### config.mk
export PLATFORM = sky130hd
export DESIGN_NAME = aes_sbox_forward_core
export DESIGN_NICKNAME = d
export VERILOG_FILES = /design/src/rtl/aes_sbf_pkg.sv /design/src/rtl/aes_sbox_forward_core.sv /design/src/rtl/aes_sbf_inv.sv
export VERILOG_INCLUDE_DIRS = /design/src /design/src/rtl
export SDC_FILE = /design/constraint.sdc
export NUM_CORES = 1
export LEC_CHECK = 0
export ABC_AREA = 1
export BUFFER_PORTS_ARGS = -buffer_cell sky130_fd_sc_hd__buf_2
export CAP_MARGIN = 25
export CORE_UTILIZATION = 65
export DETAILED_ROUTE_END_ITERATION = 8
export PLACE_DENSITY_LB_ADDON = 0.25
export SYNTH_ARGS = -nofsm -noshare
export SYNTH_HDL_FRONTEND = slang
export SYNTH_SLANG_ARGS = --single-unit
### constraint.sdc
create_clock -name clk -period 4.65 [get_ports clk]
set_clock_uncertainty 0.05 [all_clocks]
set_input_delay 0.2325 -clock clk [delete_from_list [all_inputs] [get_ports clk]]
set_output_delay 0.2325 -clock clk [all_outputs]
set_load 0.005 [all_outputs]
### src/rtl/aes_sbox_forward_core_macros.svh
// Assertion macros shared by the core. Define NO_ASSERTIONS to compile them out.
`ifndef AES_SBOX_FORWARD_CORE_MACROS_SVH
`define AES_SBOX_FORWARD_CORE_MACROS_SVH

`ifndef NO_ASSERTIONS

// Checked on every rising edge of clk outside reset.
`define SBF_ASSERT(label, prop) \
  label: assert property (@(posedge clk) disable iff (rst) prop) \
    else $error("aes_sbox_forward_core: assertion failed");

// Checked on every rising edge of clk, reset included.
`define SBF_ASSERT_ALWAYS(label, prop) \
  label: assert property (@(posedge clk) prop) \
    else $error("aes_sbox_forward_core: assertion failed");

`else

`define SBF_ASSERT(label, prop)
`define SBF_ASSERT_ALWAYS(label, prop)

`endif

`endif

### src/rtl/aes_sbf_pkg.sv
package aes_sbf_pkg;

  typedef logic [7:0] byte_t;

  // Field polynomial x^8+x^4+x^3+x+1.
  localparam logic [8:0]  GF_POLY     = 9'h11B;
  // Row i of the affine matrix sits in bits 8*i+7 down to 8*i.
  localparam logic [63:0] AFFINE_ROWS = 64'hF87C3E1F8FC7E3F1;
  localparam byte_t       AFFINE_ADD  = 8'h63;
  // Cycles from an accepted start to its done strobe.
  localparam int          LATENCY     = 4;

  function automatic byte_t gf_mul(input byte_t a, input byte_t b);
    byte_t acc;
    byte_t sh;
    acc = '0;
    sh  = a;
    for (int k = 0; k < 8; k++) begin
      if (b[k]) begin
        acc = acc ^ sh;
      end
      sh = sh[7] ? ((sh << 1) ^ GF_POLY[7:0]) : (sh << 1);
    end
    return acc;
  endfunction

  // Squaring is linear over GF(2): spread the bits, then reduce.
  function automatic byte_t gf_sq(input byte_t a);
    logic [14:0] p;
    p = '0;
    for (int i = 0; i < 8; i++) begin
      p[2*i] = a[i];
    end
    for (int k = 14; k >= 8; k--) begin
      if (p[k]) begin
        p = p ^ (15'(GF_POLY) << (k - 8));
      end
    end
    return p[7:0];
  endfunction

  // a raised to 2^n, n at most 7; a chain of linear maps.
  function automatic byte_t gf_pow2n(input byte_t a, input int n);
    byte_t r;
    r = a;
    for (int i = 0; i < 7; i++) begin
      if (i < n) begin
        r = gf_sq(r);
      end
    end
    return r;
  endfunction

  function automatic byte_t affine(input byte_t x);
    byte_t res;
    byte_t row;
    res = '0;
    for (int i = 0; i < 8; i++) begin
      row    = AFFINE_ROWS[8*i +: 8];
      res[i] = ^(row & x);
    end
    return res ^ AFFINE_ADD;
  endfunction

endpackage

### src/rtl/aes_sbox_forward_core.sv
// Forward AES S-box, fully pipelined. A byte is taken on every clock edge at
// which start is high; busy is tied low, so a new byte may follow every cycle.
// Once through the pipe, done is high for exactly one cycle with sub_byte (the
// S-box value) and inverse_byte (the GF(2^8) inverse, zero for zero). The
// depth is set by the inversion, three stages of field multipliers, plus one
// stage for the affine transform. The receiver cannot stall the results, and
// none is dropped or repeated. Reset clears only the valid bits.
`include "aes_sbox_forward_core_macros.svh"

module aes_sbox_forward_core
  import aes_sbf_pkg::*;
(
  input  logic  clk,
  input  logic  rst,
  input  logic  start,
  output logic  busy,
  input  byte_t in_byte,
  output logic  done,
  output byte_t sub_byte,
  output byte_t inverse_byte
);

  logic  inv_valid;
  byte_t inv_data;

  assign busy = 1'b0;

  aes_sbf_inv u_inv (
    .clk       (clk),
    .rst       (rst),
    .in_valid  (start && !busy),
    .in_data   (in_byte),
    .out_valid (inv_valid),
    .out_inv   (inv_data)
  );

  always_ff @(posedge clk) begin
    if (rst) begin
      done <= 1'b0;
    end else begin
      done <= inv_valid;
    end
  end

  always_ff @(posedge clk) begin
    sub_byte     <= affine(inv_data);
    inverse_byte <= inv_data;
  end

  `SBF_ASSERT(a_done_follows_start, done |-> $past(start && !busy, LATENCY))
  `SBF_ASSERT(a_zero_maps_to_zero, done |-> ((|$past(in_byte, LATENCY)) == (|inverse_byte)))
  `SBF_ASSERT(a_zero_sub_value, (done && inverse_byte == 8'h00) |-> (sub_byte == AFFINE_ADD))
  `SBF_ASSERT_ALWAYS(a_no_done_in_reset, $past(rst) |-> !done)

endmodule

### src/rtl/aes_sbf_inv.sv
module aes_sbf_inv
  import aes_sbf_pkg::*;
(
  input  logic  clk,
  input  logic  rst,
  input  logic  in_valid,
  input  byte_t in_data,
  output logic  out_valid,
  output byte_t out_inv
);

  // The inverse is x^254 = ((x^2 * x^4) * (x^8 * x^16)) * ((x^32 * x^64) * x^128).
  // Squarings are free linear maps, so each stage holds one level of multipliers.
  logic  s1_valid;
  byte_t s1_p6;
  byte_t s1_p24;
  byte_t s1_p96;
  byte_t s1_p128;
  logic  s2_valid;
  byte_t s2_p30;
  byte_t s2_p224;

  always_ff @(posedge clk) begin
    if (rst) begin
      s1_valid  <= 1'b0;
      s2_valid  <= 1'b0;
      out_valid <= 1'b0;
    end else begin
      s1_valid  <= in_valid;
      s2_valid  <= s1_valid;
      out_valid <= s2_valid;
    end
  end

  always_ff @(posedge clk) begin
    s1_p6   <= gf_mul(gf_pow2n(in_data, 1), gf_pow2n(in_data, 2));
    s1_p24  <= gf_mul(gf_pow2n(in_data, 3), gf_pow2n(in_data, 4));
    s1_p96  <= gf_mul(gf_pow2n(in_data, 5), gf_pow2n(in_data, 6));
    s1_p128 <= gf_pow2n(in_data, 7);
    s2_p30  <= gf_mul(s1_p6, s1_p24);
    s2_p224 <= gf_mul(s1_p96, s1_p128);
    out_inv <= gf_mul(s2_p30, s2_p224);
  end

endmodule

==> Word-level counts from Yosys, hierarchy flattened <==
Index checks and enable logic that the tools add are counted.
{ "totals": {"ff_bits": 76, "inputBits": 11, "elab_cells": 294} }
{ "op_classes": {"mux": 139, "n_bitwise": 134, "n_reduce_logical": 8} }
{ "op_table": {"columns": ["cell", "n"], "rows": [
  ["two-way mux 8 bit", 55],
  ["NOT 4 bit", 92],
  ["XOR 8 bit", 42],
  ["two-way mux 5 bit", 49],
  ["two-way mux 11 bit", 7],
  ["two-way mux 10 bit", 7],
  ["parity 8 bit", 8],
  ["two-way mux 9 bit", 7],
  ["two-way mux 7 bit", 7],
  ["two-way mux 6 bit", 7]
]} }

==> Depth between registers and ports, before layout <==
Gate-level depths: netlist of the first run.
{ "depth": {"depth_word": 99, "depth_mapped": 41, "ltp_nobuf": 40} }

==> Modules after synthesis <==
A second synthesis of the first run with hierarchy kept.
{ "hier_totals": {"hier_cells": 1441, "hier_area_um2": 9197.6} }
{ "by_module_without_submodules": {"columns": ["module", "n_inst", "cells_each", "area_per_inst_um2"], "rows": [
  ["aes_sbf_inv", 1, 1344, 8518.2],
  ["aes_sbox_forward_core", 1, 97, 679.4]
]} }

==> Worst setup path before layout of the first run <==
No wires, ideal clock.
{ "synth_path": {"path_type": "in2reg", "start": "in in_byte[6]", "end": "reg u_inv.s1_p96[2]", "setup_ps": 109, "arrival_time_ps": 3978, "slack_ps": 513, "stages": 32, "n_path_buf": 1, "cell_sequence": "inv_2 -> nand2_1 -> nand2_1 -> inv_1 -> or2_2 -> nand2_1 -> inv_1 -> ha_1 -> buf_1 -> xor2_4 -> ha_1 -> clkinv_1 -> nand2_1 -> nand2_1 -> ha_1 -> inv_1 -> nand3_1 -> xor2_1 -> nand2_1 -> nand2_1 -> inv_1 -> nand3_1 -> nand2_1 -> nand2_1 -> nand2_1 -> nand2_1 -> nand2_1 -> nand2_1 -> nand2_1 -> nand2_1 -> nand2_1 -> inv_1"} }
{ "synth_between": {"elab_chain_len": 63} }
{ "synth_lines": {"columns": ["item", "line", "rtl"], "rows": [
  ["start, declared", "aes_sbox_forward_core.sv:17", "input byte_t in_byte,"],
  ["two-way mux 9 bit *", "aes_sbf_pkg.sv:35", "if (p[k]) begin"],
  ["NOT 4 bit (no source line)", null, null],
  ["two-way mux 8 bit", "aes_sbf_pkg.sv:35", null],
  ["two-way mux 7 bit", "aes_sbf_pkg.sv:35", null],
  ["NOT 4 bit (no source line)", null, null],
  ["two-way mux 6 bit", "aes_sbf_pkg.sv:35", null],
  ["NOT 4 bit (no source line)", null, null],
  ["two-way mux 5 bit", "aes_sbf_pkg.sv:35", null],
  ["two-way mux 11 bit *", "aes_sbf_pkg.sv:35", null],
  ["branches (longest 53 deep; another with two-way mux 11 bit)", null, null],
  ["two-way mux 8 bit *", "aes_sbf_pkg.sv:19", "if (b[k]) begin"],
  ["end signal, assigned", "aes_sbf_inv.sv:38", "s1_p96 <= gf_mul(gf_pow2n(in_data, 5), gf_pow2n(in_data, 6));"],
  ["end, declared", "aes_sbf_inv.sv:17", "byte_t s1_p96;"]
]} }
Every way passes the cells marked *.
A chain may end at the register's enable or synchronous reset.

==> Worst setup path in the final report of the first run <==
{ "layout_path": {"start": "in in_byte[7]", "end": "reg u_inv.s1_p96[2]"} }
{ "layout_between": {"elab_chain_len": 63} }
{ "layout_lines": {"columns": ["item", "line", "rtl"], "rows": [
  ["two-way mux 11 bit *", "aes_sbf_pkg.sv:35", null],
  ["NOT 4 bit (no source line) / two-way mux 7 bit (equally long branches)", null, null],
  ["two-way mux 10 bit / NOT 4 bit (equally long branches)", null, null],
  ["two-way mux 6 bit / two-way mux 9 bit (equally long branches)", "aes_sbf_pkg.sv:35", null],
  ["NOT 4 bit (no source line) / two-way mux 5 bit (equally long branches)", null, null],
  ["two-way mux 5 bit (tied with other cells)", "aes_sbf_pkg.sv:35", null],
  ["two-way mux 11 bit (tied with other cells)", "aes_sbf_pkg.sv:35", null],
  ["two-way mux 10 bit (tied with other cells)", "aes_sbf_pkg.sv:35", null],
  ["(+47 left out)", null, null],
  ["XOR 8 bit", "aes_sbf_pkg.sv:20", "acc = acc ^ sh;"],
  ["two-way mux 8 bit", "aes_sbf_pkg.sv:19", null],
  ["XOR 8 bit", "aes_sbf_pkg.sv:20", null],
  ["two-way mux 8 bit", "aes_sbf_pkg.sv:19", null],
  ["XOR 8 bit", "aes_sbf_pkg.sv:20", null],
  ["two-way mux 8 bit", "aes_sbf_pkg.sv:19", null],
  ["XOR 8 bit", "aes_sbf_pkg.sv:20", null],
  ["two-way mux 8 bit *", "aes_sbf_pkg.sv:19", null]
]} }
Mark *: on every way between the ends. The rest lies on a longest branch, timed or not.

==> impl_metrics.tcl, run 1 <==
set metrics [dict create \
    status "finished clean" \
    die_y_um 119.5 \
    overflow 0 \
    dieArea_um2 14280 \
    synthCells 1374 \
    grt_pass1_wl_mm 38.21 \
    critPathLaunch "in_byte[7]" \
    final_core_util 0.7243 \
    timing.critical_path.fanout_max 12 \
    via_per_inst 5.319 \
    path_class "in -> reg" \
    min_path_type "in -> reg" \
    hold_viol_final 0 \
    clock_sinks 76 \
    core-area_um2 13350 \
    syn-num-nets 1388 \
    yosysWarnings 0 \
    die_w_um 119.5 \
    ys_top_cells_by_count "nand2_1 (437), xor2_1 (222), nor2_1 (146), xnor2_1 (145), inv_1 (99)" \
    critPathLaunchType "primary input" \
    nNetsFinal 1417 \
    io_pins 29 \
    slew_headroom 0.3963 \
    first_pass_iters 6 \
    worstSkewPairLatency_ps 350 \
    ys_dominant_reg_cell "dfxtp_1" \
    netlist_area_um2 8976 \
    numCtsBuffers 9 \
    clk_pin_slew_ps 60 \
    syn_avg_cell_area_um2 6.533 \
    syn_to_final_growth_pct 7.708 \
    slowest_stage "ha_1" \
    clock_path_buffers 2 \
    ctsHtreeMaxLevel 3 \
    wl_per_cell_um 14.85 \
    drv_cap 0 \
    period_needed_ps 4249 \
    row_count 42 \
    start_util 0.6725 \
    ant_nets 0 \
    cp.buffers_inverters 8 \
    synth.distinct_cells 40 \
    drc 0 \
    post-cts-setup-buffers 0 \
    synth_top_area_frac 0.2166 \
    grt_pass1_vias 7899 \
    portBuffers 27 \
    ys_top_cells_by_area "xor2_1 (22%), nand2_1 (18%), dfxtp_1 (17%), xnor2_1 (14%), nor2_1 (6.1%)" \
    synth_edf_count 0 \
    n_fill_cell 1124 \
    dp.final_hpwl_mm 18.21 \
    track_usage 0.3367 \
    cts-root-buf "clkbuf_16" \
    place_congestion 0.9744 \
    design_area_um2 9668 \
    ys_async_sr_fraction 0 \
    crit_path_frequent_cell "nand2_1" \
    n_antenna_cell 0 \
    drive_gt1_frac 0.1143 \
    maxSlewViolCount 0 \
    grt_max_degree 15 \
    fin_tns_setup_ps 0 \
    timing.fmax_mhz 235.3 \
    yosysSeqAreaShare 0.1695 \
    finalCritPeriodShare 0.9139 \
    placed_area_um2 9339 \
    cts_tree "done" \
    required_ps 4840 \
    synth.ff_latch_count 76 \
    tightest_slew_ps 902.5 \
    cp_top_family "simple AND/OR/NAND/NOR gates" \
    setup_viol 0 \
    r2r_start "u_inv.s2_p30[7]" \
    worst_ep_arrival_time_ps 4440 \
    finalWirelength_mm 23.52 \
    multiInputGateArea_um2 6819 \
    endpoint_kind "flop" \
    seqCellArea_um2 1521 \
    yosysMostFrequentCell "nand2_1" \
    vias 8425 \
    min_from "rst" \
    rsz0062_at_grt "false" \
    cpPeakStageDelay_ps 360 \
    antenna_found_initial 0 \
    drt_iter0_markers 642 \
    synth_largest_area_cell "xor2_1" \
]
placed cells by master, fill, tap and decap left out, types with 3 or more instances in the layout:
cell,instances
inv_2,18
nand2_1,437
nand2_4,13
xnor2_1,145
xor2_4,3
nor2_1,146
nor2_2,3
nand3_2,7
nand3b_1,13
xor2_1,222
inv_1,99
clkinv_1,5
or2_2,13
nand4_1,5
a21oi_1,11
nand3_1,47
ha_1,3
o21ai_0,19
or2_1,6
inv_4,3
buf_2,26
buf_4,21
nand2_2,28
o21ai_1,6
clkinv_4,3
dfxtp_1,76
clkbuf_16,9
metrics by stage:
step	hold WS, ps	instances	setup slack [ps]
floorplan	253.7	1374	512.8
global placement	333.0	1568	379.3
detailed placement	333.3	1568	129.9
CTS	28.56	1584	481.7
global route	37.77	1584	2.379
finish	33.49	1584	400.5
sequential cells by signal, summed over array words and instances (netlist names), 8 cells and up:
signal,cells
u_inv.s1_p96,8
u_inv.s2_p30,8
u_inv.out_inv,8
u_inv.s1_p128,8
inverse_byte,8
u_inv.s2_p224,8
u_inv.s1_p24,8
sub_byte,8
u_inv.s1_p6,8
per-layer routing:
layer | GRT usage | routed length (µm) | up-vias
li1 | - | - | 4181
met1 | 0.4061 | 9739 | 3847
met2 | 0.5777 | 11230 | 325
met3 | 0.05941 | 1588 | 72
met4 | 0.1594 | 966 | 0
met5 | 0 | 0 | -
cells by family (layout without fill, tap and decap cells):
family / Yosys count / after routing / synth area share
and+or+nand+nor: 723 / 723 / 0.3513
xor gates and xnor gates: 377 / 377 / 0.3822
buffers and inverters: 156 / 190 / 0.07081
DFF: 76 / 76 / 0.1695
AOI/OAI and AO/OA: 38 / 38 / 0.02161
adders and majority gates: 3 / 3 / 0.004182
other: 1 / 1 / 0.0004178
what timing repair did:
action | in CTS | in global routing
endpoints found under the setup margin | 0 | 2
gates resized for setup | 0 | 1
hold buffers | 0 | 0
hold endpoints to repair | 0 | 0
cell type report:
class,count,share of cell area
flip-flops and latches,76,0.1574
clock inverters,6,0.01009
multi-input cells,1142,0.7053
repair buffers,48,0.03054
well taps,176,0.02278
inverters,126,0.05021
clock buffers,10,0.02368
final timing paths:
kind / slack, ps / cells after the start / end
min: 30 / 2 / u_inv.s2_valid
max reg2reg: 1980 / 8 / u_inv.out_inv[4]
min reg2reg: 340 / 0 / inverse_byte[5]
max: 400 / 39 / u_inv.s1_p96[2]
Power of run 1 is left out: the tool's default activity adds up to more than one toggle a clock period on the data nets, which glitch-free logic cannot reach.
==> inputs of run 2 (changes only) <==
- clock period: 4.65 -> 3.95 ns (I/O delays scaled with it)
==> run 2 against run 1 <==
Critical path depth shrank 1. Cell count is 2.2% higher. Count of clock-buffer cells in the layout rose by 3. Register-to-register slack got worse by 670 ps. Sequential cell count unchanged. Non-clock buffer count increased by 35. Global-route usage shrank 0.26 points. Cell area increased by 3.1%. Largest cell class unchanged.
==> impl_metrics.tcl, run 2 (synthesis gave the netlist of run 1 again) <==
set metrics [dict create \
    status "finished clean" \
    slew_headroom 0.3925 \
    dieArea_um2 14280 \
    grt_pass1_wl_mm 38.51 \
    finalCritPeriodShare 0.9156 \
    timing.critical_path.fanout_max 10 \
    required_ps 4140 \
    post-place-cells 1600 \
    use_met3 0.04943 \
    cp_top_family "simple AND/OR/NAND/NOR gates" \
    rrSetupSlack_ps 1310 \
    overflow 0 \
    clock_sinks 76 \
    final_core_util 0.7471 \
    whs_ps 14.30 \
    die_w_um 119.5 \
    path_class "in -> reg" \
    die_y_um 119.5 \
    slowest_stage "ha_1" \
    clk_pin_slew_ps 60 \
    grt_pass1_vias 8284 \
    layout_commonest_cell "nand2_1" \
    design_area_um2 9972 \
    drv_cap 0 \
    final_cell_mix "nand2_1 (431), xor2_1 (222), nor2_1 (146)" \
    min_from "start" \
    worstSkewPairLatency_ps 340 \
    min_path_type "in -> reg" \
    tightest_slew_ps 908.1 \
    dp.final_hpwl_mm 18.14 \
    cts_tree "done" \
    cts-root-buf "clkbuf_16" \
    placed_area_um2 9582 \
    syn_to_final_growth_pct 11.10 \
    r2r-end "u_inv.out_inv[4]" \
    row_count 42 \
    timing.fmax_mhz 276.5 \
    hold_viol_final 0 \
    finalWirelength_mm 23.24 \
    n_fill_cell 1073 \
    setup_viol 0 \
    clock_path_buffers 2 \
    use_met2 0.5636 \
    antenna_found_initial 0 \
    nNetsFinal 1452 \
    cpPeakStageDelay_ps 300 \
    place_congestion 0.9660 \
    vias 8581 \
    crit_path_frequent_cell "nand2_1" \
    core-area_um2 13350 \
    cp.buffers_inverters 9 \
    groute.layer.met1.usage 0.4021 \
    instances_no_fill 1619 \
    period_needed_ps 3617 \
    track_usage 0.3341 \
    maxSlewViolCount 0 \
    first_pass_iters 6 \
    portBuffers 27 \
    critPathLaunchType "primary input" \
    drc 0 \
    r2r_start "u_inv.s2_p30[7]" \
    via_per_inst 5.300 \
    hold_depth 3 \
    drive_gt1_frac 0.1407 \
    start_util 0.6725 \
    endpoint_kind "flop" \
    grt_max_degree 15 \
    numCtsBuffers 9 \
    ctsHtreeMaxLevel 3 \
    grt.busiest_layer "met2" \
    io_pins 29 \
    ant_nets 0 \
    n_antenna_cell 0 \
    wl_per_cell_um 14.35 \
    reg2regPathDepth 8 \
    drt_iter0_markers 820 \
    min_to "u_inv.s1_valid" \
    worst_ep_arrival_time_ps 3810 \
]
-- run 2: cell count changes in the layout (fill, tap and decap cells not counted), sizes merged --
cell	before	now
dlygate4sd3	0	1
clkinvlp	0	1
clkinv	8	6
buf	47	82
bufinv	2	1
clkbuf	11	13
inv	122	121
-- run 2: stage by stage --
step	setup WS (ps)	TNS [ps]
floorplan	33.19	0
global placement	66.21	0
detailed placement	-46.42	-46.42
CTS	297.7	0
global route	-35.20	-35.20
finish	333.3	0
-- run 2: timing repair --
item	CTS	global route
setup endpoints to repair	0	2
endpoints found under the hold margin	4	0
buffers inserted	0	2
hold buffers	1	0
gates resized for setup	0	16
-- run 2: routing by layer --
layer  vias up  wire length (µm)
met5         -                 0
met1      3862              9527
met2       358             10850
li1       4264                 -
met4         0              1231
met3        97              1622
-- run 2: worst max path at each step --
stage,start,end,slack (ps),depth (start not counted)
6_report,in_byte[7],u_inv.s1_p96[2],330,38
5_1_grt,in_byte[7],u_inv.s1_p96[2],-40,38
4_1_cts,in_byte[7],u_inv.s1_p96[2],300,37
3_5_place_dp,in_byte[7],u_inv.s1_p96[2],-50,37
3_3_place_gp,in_byte[7],u_inv.s1_p96[2],70,37
2_1_floorplan,in_byte[1],u_inv.s1_p96[2],30,39
-- run 2: worst register-to-register path, stage by stage (launching register included) --
cell	delay (ps)
dfxtp_1	390
or2_2	350
nand2_1	90
xor2_1	720
xnor2_1	220
or2_2	320
nand3_1	90
xor2_1	190
xor2_1	150
-- run 2: layout make-up --
type / instances / area (µm²) / area share
clock buffers: 13 / 250.2 / 0.02509
clock inverters: 3 / 46.29 / 0.004642
inverters: 126 / 488.0 / 0.04893
multi-input cells: 1142 / 6884 / 0.6903
flip-flops and latches: 76 / 1521 / 0.1526
well taps: 176 / 220.2 / 0.02208
repair buffers: 83 / 561.8 / 0.05634
Power of run 2 is left out for the same reason.
==> inputs of run 3 (changes only) <==
- CORE_ASPECT_RATIO: default -> 0.75
==> run 3 against run 2 <==
Cell count unchanged. Global-route usage rose by 0.87 points. Via count grew 0.20%. Fmax is 1.1% lower. Non-clock buffer count up 5. Sequential share of layout area about the same. Sequential cell count did not move. Die area hardly changed. Count of clock-buffer cells in the layout decreased by 4.
==> impl_metrics.tcl, run 3 (synthesis gave the netlist of run 1 again) <==
set metrics [dict create \
    status "finished clean" \
    rrSetupSlack_ps 1310 \
    endpoint_kind "flop" \
    grt_max_degree 17 \
    min_path_type "in -> reg" \
    met3_length_mm 2.460 \
    drt_iter0_markers 896 \
    final_cell_mix "nand2_1 (434), xor2_1 (222), nor2_1 (146)" \
    ctsHtreeMaxLevel 3 \
    n_fill_cell 1076 \
    grt_pass1_wl_mm 38.72 \
    period_needed_ps 3655 \
    first_pass_iters 5 \
    start_util 0.6778 \
    dp.final_hpwl_mm 18.58 \
    required_ps 4140 \
    multiInputGateArea_um2 6893 \
    hold_viol_final 0 \
    r2r_start "u_inv.s2_p30[7]" \
    core-area_um2 13240 \
    cpPeakStageDelay_ps 330 \
    track_usage 0.3428 \
    hold_depth 3 \
    seqCellArea_um2 1521 \
    finalWirelength_mm 23.41 \
    overflow 0 \
    clock_path_buffers 2 \
    crit_path_frequent_cell "nand2_1" \
    finalCritPeriodShare 0.9254 \
    clk_pin_slew_ps 60 \
    io_pins 29 \
    placed_area_um2 9628 \
    cts-root-buf "clkbuf_16" \
    die_w_um 137.7 \
    nNetsFinal 1457 \
    slew_headroom 0.3761 \
    portBuffers 27 \
    wl_met1_mm 10.67 \
    wl_per_cell_um 14.46 \
    antenna_found_initial 0 \
    ant_nets 0 \
    numCtsBuffers 9 \
    row_count 36 \
    worst_ep_arrival_time_ps 3850 \
    timing.fmax_mhz 273.6 \
    drive_gt1_frac 0.1450 \
    path_class "in -> reg" \
    topRoutingLayerUsed "met4" \
    drv_cap 0 \
    grt_pass1_vias 7876 \
    min_from "start" \
    final_core_util 0.7553 \
    critPathLaunchType "primary input" \
    setup_viol 0 \
    tightest_slew_ps 932.7 \
    maxSlewViolCount 0 \
    worstSkewPairLatency_ps 340 \
    drc 0 \
    post-cts-setup-buffers 0 \
    place_congestion 0.9758 \
    dieArea_um2 14290 \
    syn_to_final_growth_pct 11.43 \
    die_y_um 103.8 \
    vias 8598 \
    slowest_stage "ha_1" \
    cts_tree "done" \
    design_area_um2 10000 \
    via_per_inst 5.311 \
    layout_commonest_cell "nand2_1" \
    wl_met2_mm 9.895 \
    reg2regPathDepth 9 \
    timing.critical_path.fanout_max 10 \
    clock_sinks 76 \
    r2r-end "u_inv.out_inv[1]" \
    min_to "u_inv.s1_valid" \
    n_antenna_cell 0 \
]
run 3: final cells by class:
type,instances,area share
Multi-Input combinational cell,1142,0.6891
Sequential cell,76,0.1521
Timing Repair Buffer,88,0.05979
Inverter,126,0.04854
Clock buffer,9,0.02252
Tap cell,171,0.02139
Clock inverter,7,0.006505
run 3: worst max-delay path: cells and delay by family:
| kind | cells | cell delay, ps |
|---|---|---|
| buffers and inverters | 8 | 720 |
| XOR/XNOR | 1 | 150 |
| AND/OR/NAND/NOR | 30 | 2440 |
| adder cells (fa/ha/maj) | 1 | 330 |
run 3: worst max path at each step:
| stage | startpoint | endpoint |
|---|---|---|
| global placement | in_byte[7] | u_inv.s1_p96[2] |
| detailed placement | in_byte[7] | u_inv.s1_p96[2] |
| finish | in_byte[7] | u_inv.s1_p96[2] |
| floorplan | in_byte[1] | u_inv.s1_p96[2] |
| global route | in_byte[7] | u_inv.s1_p96[2] |
| CTS | in_byte[7] | u_inv.s1_p96[2] |
run 3: repair_timing:
item                                    in CTS  in global routing
resized for setup                            0                 14
endpoints found under the setup margin       0                  2
endpoints found under the hold margin        3                  0
hold buffers                                 1                  0
run 3: routing by layer:
metal	vias up	GRT usage
met4	0	0.07764
met5	-	0
li1	4272	-
met1	3898	0.5011
met2	392	0.5104
met3	36	0.06951
run 3: stage by stage:
stage               std cells  hold WS [ps]  setup slack, ps  setup TNS [ps]
floorplan                1374         218.7            33.19               0
global placement         1602         331.5            54.62               0
detailed placement       1602         332.5           -57.00          -57.00
CTS                      1619         11.22            273.5               0
global route             1619         45.99           -32.25          -32.25
finish                   1619         14.64            294.8               0
Power of run 3 is left out for the same reason.
